--- config.mk ---
export PLATFORM = sky130hd
export DESIGN_NAME = gdc_radius
export DESIGN_NICKNAME = d
export VERILOG_FILES = /design/src/hw/rtl/gdc_radius.sv
export SDC_FILE = /design/constraint.sdc
export NUM_CORES = 2
export LEC_CHECK = 0
export ABC_CLOCK_PERIOD_IN_PS = 7600
export BUFFER_PORTS_ARGS = -buffer_cell sky130_fd_sc_hd__buf_2
export CAP_MARGIN = 20
export CORE_UTILIZATION = 59
export CTS_CLUSTER_SIZE = 12
export DETAILED_ROUTE_END_ITERATION = 16
export GPL_TIMING_DRIVEN = 0
export PLACE_DENSITY = 0.75
export SYNTH_ARGS = -nofsm -noshare
export SYNTH_HDL_FRONTEND = slang
export SYNTH_SLANG_ARGS = --single-unit
--- constraint.sdc ---
create_clock -name clk_i -period 7.6 [get_ports clk_i]
set_clock_uncertainty 0.1 [all_clocks]
set_input_delay 0 -clock clk_i [delete_from_list [all_inputs] [get_ports clk_i]]
set_output_delay 0 -clock clk_i [all_outputs]
set_load 0.05 [all_outputs]
--- src/hw/rtl/gdc_radius.sv ---
`default_nettype none

// reach^2 * rate^2 > |v|^2 * 2^16, three register levels.
module gdc_radius (
  input  wire               clk_i,
  input  wire  [2:0]        en_i,
  input  wire logic signed [15:0] vel_x_i,
  input  wire logic signed [15:0] vel_y_i,
  input  wire logic signed [15:0] turn_rate_i,
  input  wire  [15:0]       leg_reach_i,
  output logic              rot_o
);

  logic [15:0] arate;
  logic [31:0] prod_q;
  logic [31:0] sqx_q, sqy_q;
  logic [63:0] lhs_q;
  logic [47:0] rhs_q;
  logic signed [31:0] sqx, sqy;

  assign arate = turn_rate_i[15] ? 16'(-turn_rate_i) : 16'(turn_rate_i);
  assign sqx   = vel_x_i * vel_x_i;
  assign sqy   = vel_y_i * vel_y_i;

  always_ff @(posedge clk_i) begin
    if (en_i[0]) begin
      prod_q <= leg_reach_i * arate;
      sqx_q  <= 32'(sqx);
      sqy_q  <= 32'(sqy);
    end
    if (en_i[1]) begin
      lhs_q <= prod_q * prod_q;
      rhs_q <= {sqx_q + sqy_q, 16'd0};
    end
    if (en_i[2]) begin
      rot_o <= lhs_q > {16'd0, rhs_q};
    end
  end

endmodule

`default_nettype wire

==> results.sh <==
export IMPL_outcome="finished with violations"
export IMPL_failed_checks="negative setup slack"
export IMPL_clkTransAtPathRegs_ns=0.07
export IMPL_reg2reg_setup_slack_ns=-0.71
export IMPL_drc=0
export IMPL_cts_tree="yes"
export IMPL_die_y_microns=330
export IMPL_grt_pass1_wl_microns=271000
export IMPL_min_path_cells=3
export IMPL_dieArea_sq_mm=0.109
export IMPL_crit_arrival_ns=8.42
export IMPL_coreArea_sq_mm=0.106
export IMPL_htreeDepth=4
export IMPL_track_usage_pct=33.0
export IMPL_critical_path_class="reg -> reg"
export IMPL_maxSlewHeadroom_pct=32.6
export IMPL_grt_pass1_vias=49800
export IMPL_report_final_setup_viol=28
export IMPL_synth_top_cells_by_area="fa_1, ha_1, inv_1, edfxtp_1, and2_1"
export IMPL_regArea_sq_mm=0.00571
export IMPL_worst_r2r_path_depth=27
export IMPL_gp_congestion=1.03
export IMPL_initial_utilization_pct=59.9
export IMPL_clk_latency_ns=0.48
export IMPL_antenna_found_initial=8
export IMPL_slowest_stage="fa_2"
export IMPL_synth_fa_ha_area_share_pct=58.9
export IMPL_synth_enable_flop_cells=190
export IMPL_synth_area_sq_mm=0.0634
export IMPL_synth_common_cells="inv_1, fa_1, ha_1"
export IMPL_synthMuxAreaShare_pct=0.101
export IMPL_setup_ws_ns=-0.706
export IMPL_synthCells=6550
export IMPL_via_per_inst=5.58
export IMPL_min_from="leg_reach_i[1]"
export IMPL_min_period_ns=8.31
export IMPL_holdWs_ns=0.0687
export IMPL_routed_wl_microns=173000
export IMPL_synth_top_family_by_area="adder cells"
export IMPL_endpoint_kind="register"
export IMPL_wire_per_inst_microns=21.0
export IMPL_path_max_fanout=5
export IMPL_detailed_place_hpwl_microns=142000
export IMPL_yosysMostFrequentCell="inv_1"
export IMPL_multi_input_area_sq_mm=0.0514
export IMPL_synth_seq_area_share_pct=9.00
export IMPL_hold_viol_final=0
export IMPL_rsz0062_at_grt="yes"
export IMPL_fin_crit_sh_pct=109
export IMPL_cts_buffers=17
export IMPL_syn_nets=8724
export IMPL_synth_compound_area_share_pct=5.49
export IMPL_max_cap_violations=0
export IMPL_cts_sinks=190
export IMPL_cts_root_buf="clkbuf_16"
export IMPL_grt_max_degree=76
export IMPL_cpPeakStageDelay_ns=0.64
export IMPL_drtIter0Drc=3705
export IMPL_r2r_start="prod_q[15]"
export IMPL_holdPathEnd="prod_q[1]"
export IMPL_critPathRequiredTime_ns=7.71
export IMPL_async_flop_share_pct=0
export IMPL_clockBufferDepth=2
export IMPL_synth_xor_area_share_pct=3.36
export IMPL_io_pins=69
export IMPL_slew_violations=0
export IMPL_synth_top_area_cell="fa_1"
export IMPL_fill_cells=8190
export IMPL_synth_seq_cells=190
export IMPL_synth_warnings=0
export IMPL_tightest_slew_ns=1.00
export IMPL_synth_top_cell_area_share_pct=46.3
export IMPL_timing_fmax_mhz=120
export IMPL_startpoint_type="register"
export IMPL_dr_pass1_iters=6
export IMPL_num_rows=119
export IMPL_floorplan_die_width_microns=330
export IMPL_ys_flop_type="edfxtp_1"
export IMPL_hold_class="in -> reg"
export IMPL_ys_types=76
export IMPL_area_delta_synth_final_pct=10.7
export IMPL_drive_above_1_share_pct=10.3
export IMPL_grt_ovfl_total=0
export IMPL_ant_nets=0
export IMPL_synth_simple_area_share_pct=11.0
export IMPL_postSynthAreaPerCell_sq_um=9.68
export IMPL_worstReg2RegEnd="lhs_q[55]"
export IMPL_via_count=45900
export IMPL_portBuffers=63
export IMPL_nets=8994
-- stage by stage --
stage	cell area [sq um]	instances	setup slack [ns]	setup TNS, ns	util, %
finish	70200	8227	-0.706	-11.27	66.3
global placement	65500	8004	-2.42	-69.37	61.9
global route	70200	8227	-0.815	-15.17	66.3
detailed placement	65600	8006	-2.29	-71.83	61.9
floorplan	63400	6550	0.00440	0	-
CTS	69000	8162	-0.734	-8.04	65.1
-- cell usage in the layout, fill, tap and decap left out, types with 18 or more instances in the layout --
master / instances
inv_1: 1816
fa_1: 1417
ha_1: 614
nand2_1: 580
and2_1: 405
edfxtp_1: 190
nor2_1: 170
buf_4: 165
xnor2_1: 152
a21oi_1: 141
a21o_1: 93
o21ai_0: 72
xor2_1: 70
clkbuf_1: 68
buf_2: 64
fa_2: 48
buf_6: 39
nor2b_1: 35
nand2b_1: 34
o21bai_1: 30
clkbuf_16: 29
o21a_1: 26
clkbuf_8: 26
nor3_1: 23
nand3_1: 23
nand4_1: 22
ha_4: 22
inv_2: 20
and3_1: 18
buf_12: 18
-- cells by family after synthesis --
family	Yosys count
xor+xnor	243
simple gates	1434
buf+inv	2039
compound gates	532
mux	6
flops	190
fa+ha+maj	2106
-- state kept, by name, summed over array words and instances (netlist names) --
register and flops:
prod_q 32, sqx_q 31, rot_o 1, rhs_q 32, sqy_q 31, lhs_q 63
-- metal layers --
layer	global-route usage [%]	wire [microns]
met1	43.3	66100
met2	53.0	80600
met3	6.43	16100
met4	15.8	10100
met5	0	36
-- critical path: cells and delay by family, from the launching register on --
| kind | cells | cell delay (ns) |
|---|---|---|
| adders and majority gates | 9 | 4.30 |
| AOI/OAI and AO/OA | 9 | 2.00 |
| buffers and inverters | 7 | 0.80 |
| DFF | 1 | 0.53 |
| xor gates and xnor gates | 2 | 0.28 |
-- worst max-delay path by stage --
stage,startpoint,to,slack [ns],cells after the start
3_5_place_dp,prod_q[6],lhs_q[56],-2.29,27
4_1_cts,prod_q[15],lhs_q[55],-0.73,25
5_1_grt,prod_q[13],lhs_q[55],-0.81,26
6_report,prod_q[15],lhs_q[55],-0.71,27
2_1_floorplan,prod_q[5],lhs_q[61],0.004,26
3_3_place_gp,prod_q[6],lhs_q[62],-2.42,27
-- final cells by class --
class | instances | share of cell area [%]
sequential | 190 | 8.13
tap | 1391 | 2.48
multi-input combinational | 4321 | 73.2
buffer | 173 | 2.22
antenna | 3 | 0.0107
inverter | 1845 | 9.90
clock inverter | 15 | 0.221
timing repair buffer | 272 | 3.21
clock buffer | 17 | 0.606
-- what timing repair did --
action / 4_1_cts / 5_1_grt
endpoints found under the setup margin: 56 / 49
hold buffers: 8 / 0
buffers inserted: 131 / 69
endpoints found under the hold margin: 58 / 0
gates resized for setup: 437 / 237
pin swaps: 104 / 148
Power is not shown: default switching activity piles up to over one toggle a cycle in this logic, so the estimate is an artifact.
