==> src/hw/rtl/gdc_pkg.sv <==
`default_nettype none

package gdc_pkg;

  localparam int ANGLE_BITS_DEF    = 16;
  localparam int CORDIC_STAGES_DEF = 16;
  localparam int VALUE_BITS_DEF    = 16;

  // config register indexes
  localparam logic [2:0] CFG_LEG_ANGLE_0 = 3'd0;
  localparam logic [2:0] CFG_LEG_ANGLE_1 = 3'd1;
  localparam logic [2:0] CFG_LEG_ANGLE_2 = 3'd2;
  localparam logic [2:0] CFG_LEG_ANGLE_3 = 3'd3;
  localparam logic [2:0] CFG_LEG_REACH   = 3'd4;

  localparam logic [15:0] LEG_ANGLE_0_RST = 16'd8192;
  localparam logic [15:0] LEG_ANGLE_1_RST = 16'd24576;
  localparam logic [15:0] LEG_ANGLE_2_RST = 16'd40960;
  localparam logic [15:0] LEG_ANGLE_3_RST = 16'd57344;
  localparam logic [15:0] LEG_REACH_RST   = 16'd256;

  // walk direction codes
  localparam logic [2:0] DIR_ROT_POS = 3'd0;
  localparam logic [2:0] DIR_ROT_NEG = 3'd1;
  localparam logic [2:0] DIR_FWD     = 3'd2;
  localparam logic [2:0] DIR_BACK    = 3'd3;
  localparam logic [2:0] DIR_LEFT    = 3'd4;
  localparam logic [2:0] DIR_RIGHT   = 3'd5;

  // side flags carried along the CORDIC pipe
  typedef struct packed {
    logic zv;   // raw velocity zero
    logic sz;   // scaled velocity zero
    logic pos;  // turn rate > 0
    logic rot;  // reach exceeds turning radius
  } gdc_flags_t;

  // arctangent of 2^-i, 2^32 per turn
  localparam logic [31:0] ATAN_TURN32 [24] = '{
    32'h20000000, 32'h12E4051E, 32'h09FB385B, 32'h051111D4, 32'h028B0D43,
    32'h0145D7E1, 32'h00A2F61E, 32'h00517C55, 32'h0028BE53, 32'h00145F2F,
    32'h000A2F98, 32'h000517CC, 32'h00028BE6, 32'h000145F3, 32'h0000A2F9,
    32'h0000517C, 32'h000028BE, 32'h0000145F, 32'h00000A2F, 32'h00000517,
    32'h0000028B, 32'h00000145, 32'h000000A2, 32'h00000051
  };

  // table entry rounded half up to ab bits (ab <= 24)
  function automatic logic [23:0] atan_entry(input int idx, input int ab);
    logic [32:0] sum;
    sum = {1'b0, ATAN_TURN32[idx]} + (33'd1 << (31 - ab));
    return 24'(sum >> (32 - ab));
  endfunction

endpackage

`default_nettype wire

==> src/hw/rtl/gdc_classify.sv <==
`default_nettype none

// Quarter-turn offset, rounding to 16 bits, then sector pick.
module gdc_classify #(
  parameter int AB = 16
) (
  input  wire                      clk_i,
  input  wire  [1:0]               en_i,
  input  wire logic [AB-1:0]       z_i,
  input  wire gdc_pkg::gdc_flags_t flg_i,
  input  wire  [15:0]              leg_angle_0_i,
  input  wire  [15:0]              leg_angle_1_i,
  input  wire  [15:0]              leg_angle_2_i,
  input  wire  [15:0]              leg_angle_3_i,
  output logic [2:0]               dir_o,
  output logic [15:0]              angle_o
);

  localparam int SH = AB - 16;
  localparam logic [AB-1:0] QUARTER = AB'(1) << (AB - 2);

  logic [AB-1:0] z_fin, z_adj;
  logic [15:0]   theta_w, theta_q;
  logic          pos_q, rot_q;
  logic [2:0]    dir_d;

  assign z_fin = flg_i.sz ? '0 : z_i;
  assign z_adj = flg_i.pos ? z_fin + QUARTER : z_fin - QUARTER;

  generate
    if (SH > 0) begin : g_round
      localparam logic [AB:0] RND = (AB + 1)'(1) << (SH - 1);
      logic [AB:0] rsum;
      assign rsum    = {1'b0, z_adj} + RND;
      assign theta_w = rsum[SH+15:SH];
    end else if (SH == 0) begin : g_same
      assign theta_w = 16'(z_adj);
    end else begin : g_widen
      assign theta_w = 16'(z_adj) << (-SH);
    end
  endgenerate

  always_comb begin
    if (rot_q) begin
      dir_d = pos_q ? gdc_pkg::DIR_ROT_POS : gdc_pkg::DIR_ROT_NEG;
    end else if (theta_q > leg_angle_0_i && theta_q < leg_angle_1_i) begin
      dir_d = pos_q ? gdc_pkg::DIR_FWD : gdc_pkg::DIR_BACK;
    end else if (theta_q > leg_angle_1_i && theta_q < leg_angle_2_i) begin
      dir_d = pos_q ? gdc_pkg::DIR_LEFT : gdc_pkg::DIR_RIGHT;
    end else if (theta_q > leg_angle_2_i && theta_q < leg_angle_3_i) begin
      dir_d = pos_q ? gdc_pkg::DIR_BACK : gdc_pkg::DIR_FWD;
    end else begin
      dir_d = pos_q ? gdc_pkg::DIR_RIGHT : gdc_pkg::DIR_LEFT;
    end
  end

  always_ff @(posedge clk_i) begin
    if (en_i[0]) begin
      theta_q <= flg_i.zv ? 16'd0 : theta_w;
      pos_q   <= flg_i.pos;
      rot_q   <= flg_i.rot;
    end
    if (en_i[1]) begin
      dir_o   <= dir_d;
      angle_o <= theta_q;
    end
  end

endmodule

`default_nettype wire

==> config.mk <==
export PLATFORM = sky130hd
export DESIGN_NAME = gdc_classify
export DESIGN_NICKNAME = d
export VERILOG_FILES = /design/src/hw/rtl/gdc_pkg.sv /design/src/hw/rtl/gdc_classify.sv
export SDC_FILE = /design/constraint.sdc
export NUM_CORES = 1
export LEC_CHECK = 0
export BUFFER_PORTS_ARGS = -buffer_cell sky130_fd_sc_hd__buf_2
export CAP_MARGIN = 15
export CORE_MARGIN = 3
export CORE_UTILIZATION = 50
export DETAILED_ROUTE_END_ITERATION = 16
export PLACE_DENSITY = 0.82
export SYNTH_ARGS = -nofsm -noshare
export SYNTH_HDL_FRONTEND = slang
export SYNTH_SLANG_ARGS = --single-unit
==> constraint.sdc <==
create_clock -name clk_i -period 5.22 [get_ports clk_i]
set_clock_uncertainty 0.15 [all_clocks]
set_input_delay 0 -clock clk_i [delete_from_list [all_inputs] [get_ports clk_i]]
set_output_delay 0 -clock clk_i [all_outputs]
set_load 0.005 [all_outputs]
==> results.toml <==
[placed_design]
gp_congestion = 0.838
post-dp-hpwl_mm = 5.55
post-place-ws_ns = 2.71
port_buffers = 105
place_inst = 454
postPlaceCellArea_um2 = 3450

[flow_run]
cap_violations = 0

[sta]
fin_crit_ns = 2.49
hold_viol = 0
worst_pin_slew_ns = 0.863
whs_ns = 0.0357
setup_viol_count_final = 0
rsz0062_at_grt = "false"
setup-tns-final_ns = 0
setup_ws_ns = 2.73
post-route-period-util_pct = 47.7
max-slew-margin-rel_pct = 42.3
max_freq_ghz = 0.402
finalMaxSlewViolations = 0

[layout]
design_area_um2 = 3710
most-common-layout-cells = "105 x buf_2, 63 x ha_1, 62 x inv_1"
n_fill_cell = 398
syn_to_final_growth_pct = 30.4
fin_util_pct = 70.0
final_net_count = 559
fin_cells = 479
final_common_cell = "buf_2"
antennaDiodeCount = 0
drive_gt1_share_pct = 27.4

[setup_path]
worstSetupPathType = "reg -> reg"
crit_path_start_kind = "register"
worstSetupEndpointType = "register"
rrSetupSlack_ns = 2.73
worstPathArrival_ns = 2.38
r2r_start = "theta_q[15]"
path_max_fanout = 5
r2r_cells = 7
crit_required_ns = 5.11
r2r-end = "dir_o[0]"

[worst_hold_path]
hold-path-cell-count = 1
hold_path.class = "in -> reg"
worstHoldStart = "en_i[1]"
hold_end = "angle_o[8]"

[pwr]
clkPwrFrac_pct = 24.5
peakVddDrop_mv = 0.140
pwr-share-comb_pct = 27.0
p_int_mw = 0.550
seqPwrFrac_pct = 48.5
power.density_nw_per_um2 = 207
net-switching-power_mw = 0.218
total_power_mw = 0.769
leakagePower_nw = 1.96
p_sw_share_pct = 28.4

[logic_synthesis]
syn-num-nets = 430
yosysTopAreaCell = "edfxtp_1"
async_flop_share_pct = 0
ys_warn_count = 0
netlist_area_um2 = 2840
netlist_instances = 280
ys_seq_elements = 37
synth-edff-count = 37
synthFlopType = "edfxtp_1"
avgSynthCellArea_um2 = 10.2
synth_top_cell_area_share_pct = 39.1
synth_area_leaders = "edfxtp_1 39%, ha_1 28%, inv_1 8.2%"
ys_seq_area_share_pct = 39.1
yosysUniqueCellTypes = 28

[floorplanning]
num_rows = 26
core_um2 = 5300
initial_core_util_pct = 53.6
die_x_um = 81.4
dieArea_um2 = 6630
fp.dieH_um = 81.4
num_io_pins = 106

[cts]
path_clk_slew_ns = 0.07
cts_made_buffers = 5
htree_levels = 2
clockBufferDepth = 2
root_buffer = "clkbuf_8"
cts_tree = "done"
cts_setup_buffers = 0
cts_hold_buf = 18
clock_sinks = 37
ctsResizeCount = 0
clk_latency_ns = 0.29

[route]
drtIter0Drc = 107
vias = 2407
via_per_inst = 5.03
totalWireLength_mm = 6.88
drtAntennaViolNets = 0
drc = 0
routedWlPerCell_um = 14.4
first_pass_iters = 4

[global_routing]
grt_max_degree = 20
use_met3_pct = 4.82
antenna_found_initial = 0
grt.total_usage_pct = 21.8
grt_pass1_wl_mm = 11.0
met1_usage_pct = 27.6
busiest_layer = "met2"
grt_pass1_vias = 2491
gr-usage-met2_pct = 37.2
grt_overflow = 0

[run_status]
status = "completed"
-- power by group through the flow --
stage	combinational, mW	sequential (mW)	clock (mW)
detailed placement	0.197	0.379	0
global placement	0.189	0.379	0
global route	0.241	0.376	0.203
CTS	0.208	0.373	0.190
finish	0.207	0.373	0.188
floorplan	0.115	0.375	0
-- state kept, by name, indices dropped and copies added, names as in the netlist --
name,flops
pos_q,1
theta_q,16
rot_q,1
dir_o,3
angle_o,16
-- how the worst max path moves through the flow --
stage	startpoint	endpoint	slack [ns]	cells after the start
after floorplan	theta_q[11]	dir_o[0]	2.96	6
after global placement	theta_q[15]	dir_o[0]	2.79	7
after detailed placement	theta_q[1]	dir_o[0]	2.71	8
after CTS	theta_q[1]	dir_o[0]	2.72	8
after global routing	theta_q[1]	dir_o[0]	2.54	8
final	theta_q[15]	dir_o[0]	2.73	7
-- synthesized netlist by cell type (2+ instances only) --
master	number
a211oi_1	4
nor4_1	2
nand4_1	13
nor2b_1	6
nor3_1	2
o211ai_1	4
a21o_1	8
nand2b_1	3
nand3_1	3
ha_1	63
and2_1	14
xnor2_1	2
nor2_1	8
inv_1	62
o21ai_0	5
o311a_1	2
edfxtp_1	37
a21oi_1	25
nand2_1	8
-- per-layer routing --
metal	wire length, µm	vias to the layer above
met2	3250	86
met5	0	-
met3	582	12
met1	2930	1050
met4	115	0
li1	-	1259
-- cells by family (layout without fill, tap and decap cells) --
logic type	count (synthesis)	count (layout)	synth area share [%]
xor+xnor	3	3	0.924
compound gates	53	53	11.9
simple gates	61	61	12.1
fa+ha+maj	63	63	27.7
flops	37	37	39.1
buf+inv	63	192	8.31
-- worst max-delay path, stage by stage, from the launching register on --
cell and delay, ns:
edfxtp_1 0.49, ha_1 0.37, nand4_1 0.21, a2111oi_0 0.40, nor4_1 0.12, o21a_1 0.15, a221oi_2 0.26, xnor2_1 0.10
-- cell type report --
cell class	instances	area, µm²	area share (%)
Multi-Input combinational cell	180	1500	40.3
Sequential cell	37	1110	29.9
Timing Repair Buffer	123	706	19.0
Inverter	62	233	6.27
Tap cell	70	87.6	2.36
Clock buffer	6	72.6	1.96
Clock inverter	1	3.75	0.101
(Power assumes the default switching activity.)
