## config.mk

```make
export PLATFORM = sky130hd
export DESIGN_NAME = gdc_cordic_stage
export DESIGN_NICKNAME = d
export VERILOG_FILES = /design/src/hw/rtl/gdc_pkg.sv /design/src/hw/rtl/gdc_cordic_stage.sv
export SDC_FILE = /design/constraint.sdc
export NUM_CORES = 1
export LEC_CHECK = 0
export BUFFER_PORTS_ARGS = -buffer_cell sky130_fd_sc_hd__buf_2
export CORE_UTILIZATION = 54
export DETAILED_ROUTE_END_ITERATION = 10
export GPL_ROUTABILITY_DRIVEN = 0
export PLACE_DENSITY = 0.78
export SYNTH_ARGS = -nofsm -noshare
export SYNTH_HDL_FRONTEND = slang
export SYNTH_SLANG_ARGS = --single-unit
export TNS_END_PERCENT = 10
```

## constraint.sdc

```tcl
create_clock -name clk_i -period 3.6 [get_ports clk_i]
set_input_delay 0.72 -clock clk_i [delete_from_list [all_inputs] [get_ports clk_i]]
set_output_delay 0.72 -clock clk_i [all_outputs]
set_load 0.05 [all_outputs]
```

## src/hw/rtl/gdc_pkg.sv

```systemverilog
`default_nettype none

package gdc_pkg;

  localparam int ANGLE_BITS_DEF    = 16;
  localparam int CORDIC_STAGES_DEF = 16;
  localparam int VALUE_BITS_DEF    = 16;

  // config register indexes
  localparam logic [2:0] CFG_LEG_ANGLE_0 = 3'd0;
  localparam logic [2:0] CFG_LEG_ANGLE_1 = 3'd1;
  localparam logic [2:0] CFG_LEG_ANGLE_2 = 3'd2;
  localparam logic [2:0] CFG_LEG_ANGLE_3 = 3'd3;
  localparam logic [2:0] CFG_LEG_REACH   = 3'd4;

  localparam logic [15:0] LEG_ANGLE_0_RST = 16'd8192;
  localparam logic [15:0] LEG_ANGLE_1_RST = 16'd24576;
  localparam logic [15:0] LEG_ANGLE_2_RST = 16'd40960;
  localparam logic [15:0] LEG_ANGLE_3_RST = 16'd57344;
  localparam logic [15:0] LEG_REACH_RST   = 16'd256;

  // walk direction codes
  localparam logic [2:0] DIR_ROT_POS = 3'd0;
  localparam logic [2:0] DIR_ROT_NEG = 3'd1;
  localparam logic [2:0] DIR_FWD     = 3'd2;
  localparam logic [2:0] DIR_BACK    = 3'd3;
  localparam logic [2:0] DIR_LEFT    = 3'd4;
  localparam logic [2:0] DIR_RIGHT   = 3'd5;

  // side flags carried along the CORDIC pipe
  typedef struct packed {
    logic zv;   // raw velocity zero
    logic sz;   // scaled velocity zero
    logic pos;  // turn rate > 0
    logic rot;  // reach exceeds turning radius
  } gdc_flags_t;

  // arctangent of 2^-i, 2^32 per turn
  localparam logic [31:0] ATAN_TURN32 [24] = '{
    32'h20000000, 32'h12E4051E, 32'h09FB385B, 32'h051111D4, 32'h028B0D43,
    32'h0145D7E1, 32'h00A2F61E, 32'h00517C55, 32'h0028BE53, 32'h00145F2F,
    32'h000A2F98, 32'h000517CC, 32'h00028BE6, 32'h000145F3, 32'h0000A2F9,
    32'h0000517C, 32'h000028BE, 32'h0000145F, 32'h00000A2F, 32'h00000517,
    32'h0000028B, 32'h00000145, 32'h000000A2, 32'h00000051
  };

  // table entry rounded half up to ab bits (ab <= 24)
  function automatic logic [23:0] atan_entry(input int idx, input int ab);
    logic [32:0] sum;
    sum = {1'b0, ATAN_TURN32[idx]} + (33'd1 << (31 - ab));
    return 24'(sum >> (32 - ab));
  endfunction

endpackage

`default_nettype wire

```

## src/hw/rtl/gdc_cordic_stage.sv

```systemverilog
`default_nettype none

// One vectoring micro-rotation, registered.
module gdc_cordic_stage #(
  parameter int W   = 18,
  parameter int AB  = 16,
  parameter int IDX = 0
) (
  input  wire                      clk_i,
  input  wire                      en_i,
  input  wire logic signed [W-1:0] x_i,
  input  wire logic signed [W-1:0] y_i,
  input  wire logic [AB-1:0]       z_i,
  input  wire gdc_pkg::gdc_flags_t flg_i,
  output logic signed [W-1:0]      x_o,
  output logic signed [W-1:0]      y_o,
  output logic [AB-1:0]            z_o,
  output gdc_pkg::gdc_flags_t      flg_o
);

  localparam logic [AB-1:0] ATAN = AB'(gdc_pkg::atan_entry(IDX, AB));

  logic signed [W-1:0] dx, dy, x_d, y_d;
  logic [AB-1:0]       z_d;

  assign dx = y_i >>> IDX;
  assign dy = x_i >>> IDX;

  always_comb begin
    if (y_i > 0) begin
      x_d = x_i + dx;
      y_d = y_i - dy;
      z_d = z_i + ATAN;
    end else begin
      x_d = x_i - dx;
      y_d = y_i + dy;
      z_d = z_i - ATAN;
    end
  end

  always_ff @(posedge clk_i) begin
    if (en_i) begin
      x_o   <= x_d;
      y_o   <= y_d;
      z_o   <= z_d;
      flg_o <= flg_i;
    end
  end

endmodule

`default_nettype wire

```

==> out/summary.txt, run 1 <==
TritonCTS clock tree: yes
drt wl/cell: 15.4 µm
Seq/Total Area, Yosys: 0.377
Cell variety after synth: 55
RSZ-0062 raised after global routing: false
EDFF count, synth: 55
type of the worst setup path: primary input to flop
CTS Buf Count: 5
total global-route track usage: 0.247
Slew @ Worst Pin: 0.730 ns
#FFs+latches synth: 55
endpoint class of the critical path: flop
area fraction of the dominant cell type after synthesis: 0.377
most frequent cells after synthesis: edfxtp_1 (55), a21oi_1 (51), ha_1 (51), inv_1 (51), xnor2_1 (32)
DR vias/cell: 5.75
HPWL after DPL: 8.30 mm
syn nets: 568
Slew HR: 0.513
most numerous cell in the Yosys netlist: edfxtp_1
Area Growth Syn to Fin: 17.2%
max-cap violation count: 0
# IOs: 114
# Post-CTS Setup Buffers: 0
ant diodes: 0
starting density of the core: 0.561
initial antenna violation count: 0
FFs w/ async S/R, synth: 0
layout cells sized above 1: 0.238
Layout fillers: 650
final instance area: 5140 µm²
first-pass GRT wire length: 16.5 mm
clock buffer depth: 2
vias post-DR: 3823
fin crit share: 0.846
CP Launch Point: x_i[1]
worst hold path class: primary input to flop
min Tclk post-route: 3.05 ns
syn avg cell area: 9.63 µm²
Worst Path Required: 3.66 ns
crit path DAT: 3.10 ns
static leakage: 2.34 nW
largest area contributor in the synthesized netlist: edfxtp_1
Main synth FF type: edfxtp_1
Final setup viols: 0
Synthesis Warnings: 0
htree depth: 2
synth top area cells: edfxtp_1 (38%), ha_1 (15%), xnor2_1 (6.4%), a21oi_1 (5.8%), inv_1 (4.4%)
grt ovf: 0
hold wc startpoint: z_i[7]
post-CTS sizing: 0
status: finished, final reports clean
Hold Fails Final Rpt: 0
Max Fanout on Critical Path: 5
Setup Total Neg Slack: 0 ns
drt drc: 0
Rows: 32
die height: 92.1 µm
antenna-violating nets left: 0
vias in the first global route: 3384
Initial DRC Count: 361
Worst-path clk slew: 0.09 ns
final total power: 2.10 mW
PwrDens: 409 nW/µm²
Synth Instances: 455
Mapped Area: 4380 µm²
dpl cell area: 5050 µm²
Final Max Tran Viols: 0
Worst Setup Start Kind: primary input
Post-CTS Hold Fix Bufs: 0
Routed WL: 10.3 mm
drt first pass iters: 6
nets: 675
fmax: 328 MHz
Core ar.: 7810 µm²
largest net degree at the start of global routing: 46
root buf cell: clkbuf_8
Die Span X: 92.1 µm
DIE AREA: 8480 µm²
Sink Count: 55
Port Buf Inserts: 113
VDD IR-drop max: 190 µV
critical path: stages:
cell	delay [ns]
buf_2	0.16
inv_1	0.10
ha_1	0.33
nor2b_1	0.16
o31ai_1	0.28
a22oi_1	0.20
a2111oi_0	0.60
buf_4	0.21
nor3_1	0.05
a2bb2oi_1	0.16
xnor2_1	0.14
path summary, 6_finish.rpt:
kind | endpoint | cells past startpoint
max | x_o[17]$_DFFE_PP_ | 11
min | z_o[7]$_DFFE_PP_ | 1
flip-flops by register name, summed over array words and instances (netlist names):
register  count
x_o          17
flg_o         4
y_o          18
z_o          16
per-stage QoR:
step           utilization  setup WS (ns)  hold slack, ns  instances
6_report             0.658          0.554           0.584        665
5_1_grt              0.658          0.364           0.563        665
3_5_place_dp         0.647          0.276           0.899        657
2_1_floorplan            -          0.733           0.819        455
3_3_place_gp         0.647          0.301           0.897        657
4_1_cts              0.658          0.602           0.574        665
report_power, final:
group | switching, mW | internal, mW | total (mW) | leakage [nW]
registers | 0.0186 | 0.820 | 0.839 | 0.538
clock network | 0.181 | 0.136 | 0.317 | 0.0412
logic | 0.667 | 0.278 | 0.945 | 1.76
total | 0.867 | 1.23 | 2.10 | 2.34
final cells by class:
class                   instances  area (µm²)  share of cell area
multi-input cells             329        2460               0.478
flip-flops and latches         55        1650               0.321
clock buffers                   6        72.6              0.0141
inverters                      52         195              0.0380
well taps                     102         128              0.0248
clock inverters                 2        12.5             0.00243
repair buffers                119         623               0.121
layout by cell type, fill, tap and decap left out, drive strengths merged, types with 6 or more instances in the layout:
| cell | synthesis | layout |
|---|---|---|
| a21o | 6 | 6 |
| buf | 8 | 119 |
| nand2 | 19 | 19 |
| a21oi | 51 | 51 |
| mux2i | 9 | 9 |
| edfxtp | 55 | 55 |
| nand2b | 6 | 6 |
| o21bai | 7 | 7 |
| o21a | 6 | 6 |
| o21ai | 27 | 27 |
| xnor2 | 32 | 32 |
| inv | 52 | 52 |
| o31ai | 6 | 6 |
| nor3 | 8 | 8 |
| o211ai | 8 | 8 |
| clkbuf | 11 | 6 |
| nor4 | 6 | 6 |
| ha | 51 | 51 |
| nor2 | 29 | 29 |
cell families after synthesis:
group / after synthesis / share of synthesized area
multiplexers: 9 / 0.0206
AO/OA/AOI/OAI: 137 / 0.202
XOR/XNOR: 35 / 0.0699
adder cells (fa/ha/maj): 55 / 0.164
buffers and inverters: 71 / 0.0628
flip-flops: 55 / 0.377
AND/OR/NAND/NOR: 93 / 0.104
metal layers:
layer,track usage,up-vias,wire length [µm]
li1,-,1833,-
met1,0.367,1708,4740
met4,0.0924,0,202
met5,0,-,0
met3,0.0257,24,1010
met2,0.369,258,4320
No activity file was read; power rests on OpenSTA's default activity.
==> run 2: changes to the inputs <==
--- a/config.mk
+++ b/config.mk
@@ -6,10 +6,10 @@
 export NUM_CORES = 1
 export LEC_CHECK = 0
 export BUFFER_PORTS_ARGS = -buffer_cell sky130_fd_sc_hd__buf_2
-export CORE_UTILIZATION = 54
+export CORE_UTILIZATION = 49
 export DETAILED_ROUTE_END_ITERATION = 10
 export GPL_ROUTABILITY_DRIVEN = 0
-export PLACE_DENSITY = 0.78
+export PLACE_DENSITY = 0.75
 export SYNTH_ARGS = -nofsm -noshare
 export SYNTH_HDL_FRONTEND = slang
 export SYNTH_SLANG_ARGS = --single-unit
==> constraint.sdc (replaced) <==
create_clock -name clk_i -period 2.5 [get_ports clk_i]
set_input_delay 0.5 -clock clk_i [delete_from_list [all_inputs] [get_ports clk_i]]
set_output_delay 0.5 -clock clk_i [all_outputs]
set_load 0.05 [all_outputs]
==> run 2 against run 1 <==
Net effect: total power rose by 53%; non-clock buffer count rose by 91; routed wire length rose by 10%; core utilization rose by 2.7 points; critical path depth fell by 2; critical endpoint is now x_o[16]$_DFFE_PP_; setup slack got worse by 0.48 ns; sequential share of layout area fell by 4.4 points.
==> out/summary.txt, run 2 (synthesis results as in run 1) <==
final instance area: 5950 µm²
largest net degree at the start of global routing: 22
drt wl/cell: 14.8 µm
vias post-DR: 4143
total global-route track usage: 0.243
crit path DAT: 2.47 ns
Setup Total Neg Slack: 0 ns
PwrDens: 542 nW/µm²
CTS Buf Count: 5
Worst-path clk slew: 0.09 ns
final total power: 3.22 mW
drt drc: 0
grt ovf: 0
Final setup viols: 0
status: finished, final reports clean
Die Span X: 96.6 µm
DR vias/cell: 5.44
type of the worst setup path: primary input to flop
Largest register FFs: 18
first-pass GRT wire length: 17.6 mm
Final Max Tran Viols: 0
Hold Slack: 0.369 ns
Slew @ Worst Pin: 0.463 ns
clock buffer depth: 2
static leakage: 2.81 nW
commonest cells after routing, fill and taps aside: buf_2 (113), buf_4 (93), edfxtp_1 (55)
layout cells sized above 1: 0.367
ant diodes: 0
root buf cell: clkbuf_8
Worst Setup Start Kind: primary input
fin crit share: 0.969
dpl cell area: 5790 µm²
# Post-CTS Setup Buffers: 0
final worst setup slack: 0.0766 ns
Top reg by flops: y_o
Initial DRC Count: 436
Core ar.: 8680 µm²
min Tclk post-route: 2.42 ns
Area Growth Syn to Fin: 35.7%
Hold Fails Final Rpt: 0
worst hold path class: primary input to flop
pre-CTS WS: -0.333 ns
Max Fanout on Critical Path: 3
die height: 96.6 µm
biggest regs: y_o: 18 flops, x_o: 17 flops, z_o: 16 flops
Worst Path Required: 2.54 ns
# IOs: 114
htree depth: 2
Layout fillers: 721
vias in the first global route: 3748
nets: 766
drt first pass iters: 6
Sink Count: 55
RSZ-0062 raised after global routing: true
Port Buf Inserts: 113
antenna-violating nets left: 0
most common cell after layout, fill and taps aside: buf_2
Routed WL: 11.3 mm
starting density of the core: 0.505
DIE AREA: 9330 µm²
endpoint class of the critical path: flop
Slew HR: 0.688
fmax: 413 MHz
VDD IR-drop max: 398 µV
hold-critical path depth: 1
initial antenna violation count: 0
max-cap violation count: 0
Rows: 34
TritonCTS clock tree: yes
HPWL after DPL: 9.44 mm
## run 2: cell types whose count changed in the layout (fill, tap and decap cells not counted), moves of 3 or more
cell / before / now
buf_4: 5 / 93
a21oi_1: 51 / 48
o21ai_0: 23 / 19
a21oi_2: 0 / 3
o21ai_1: 4 / 8
## run 2: cell type report
type                    count  area, µm²  share of cell area
well taps                 108        135              0.0227
multi-input cells         329       2540               0.428
repair buffers            210       1340               0.224
clock buffers               5       68.8              0.0116
clock inverters             3       20.0             0.00336
inverters                  52        195              0.0328
flip-flops and latches     55       1650               0.278
## run 2: what timing repair did
| action | in CTS | in global routing |
|---|---|---|
| endpoints found under the hold margin | 0 | 0 |
| pin swaps | 0 | 2 |
| setup endpoints to repair | 1 | 20 |
| gates resized for setup | 1 | 17 |
| hold buffers | 0 | 0 |
## run 2: path summary, 6_finish.rpt
kind	from	end	slack (ns)
setup / recovery	x_i[0]	x_o[16]$_DFFE_PP_	0.08
hold / removal	z_i[6]	z_o[6]$_DFFE_PP_	0.37
## run 2: routing by layer
layer | routed length [µm] | global-route usage | vias to the layer above
li1 | - | - | 2016
met1 | 4990 | 0.345 | 1899
met2 | 5050 | 0.391 | 209
met3 | 1000 | 0.0196 | 19
met4 | 261 | 0.0809 | 0
met5 | 0 | 0 | -
## run 2: worst max-delay path: stages
cell and delay, ns:
buf_2 0.12, ha_1 0.22, fa_2 0.36, a221oi_2 0.28, o21ai_1 0.12, a311o_1 0.32
o32ai_2 0.28, o21ai_1 0.12, xnor2_1 0.14
## run 2: through the flow
| step | utilization | std cells |
|---|---|---|
| floorplan | - | 455 |
| global route | 0.686 | 762 |
| detailed placement | 0.667 | 754 |
| finish | 0.686 | 762 |
| CTS | 0.677 | 762 |
| global placement | 0.667 | 754 |
## run 2: where the power goes
| part | leakage (nW) | internal [mW] | switching, mW | total, mW |
|---|---|---|---|---|
| clock | 0.0418 | 0.195 | 0.265 | 0.460 |
| combinational | 2.23 | 0.547 | 1.01 | 1.55 |
| sequential | 0.538 | 1.18 | 0.0276 | 1.21 |
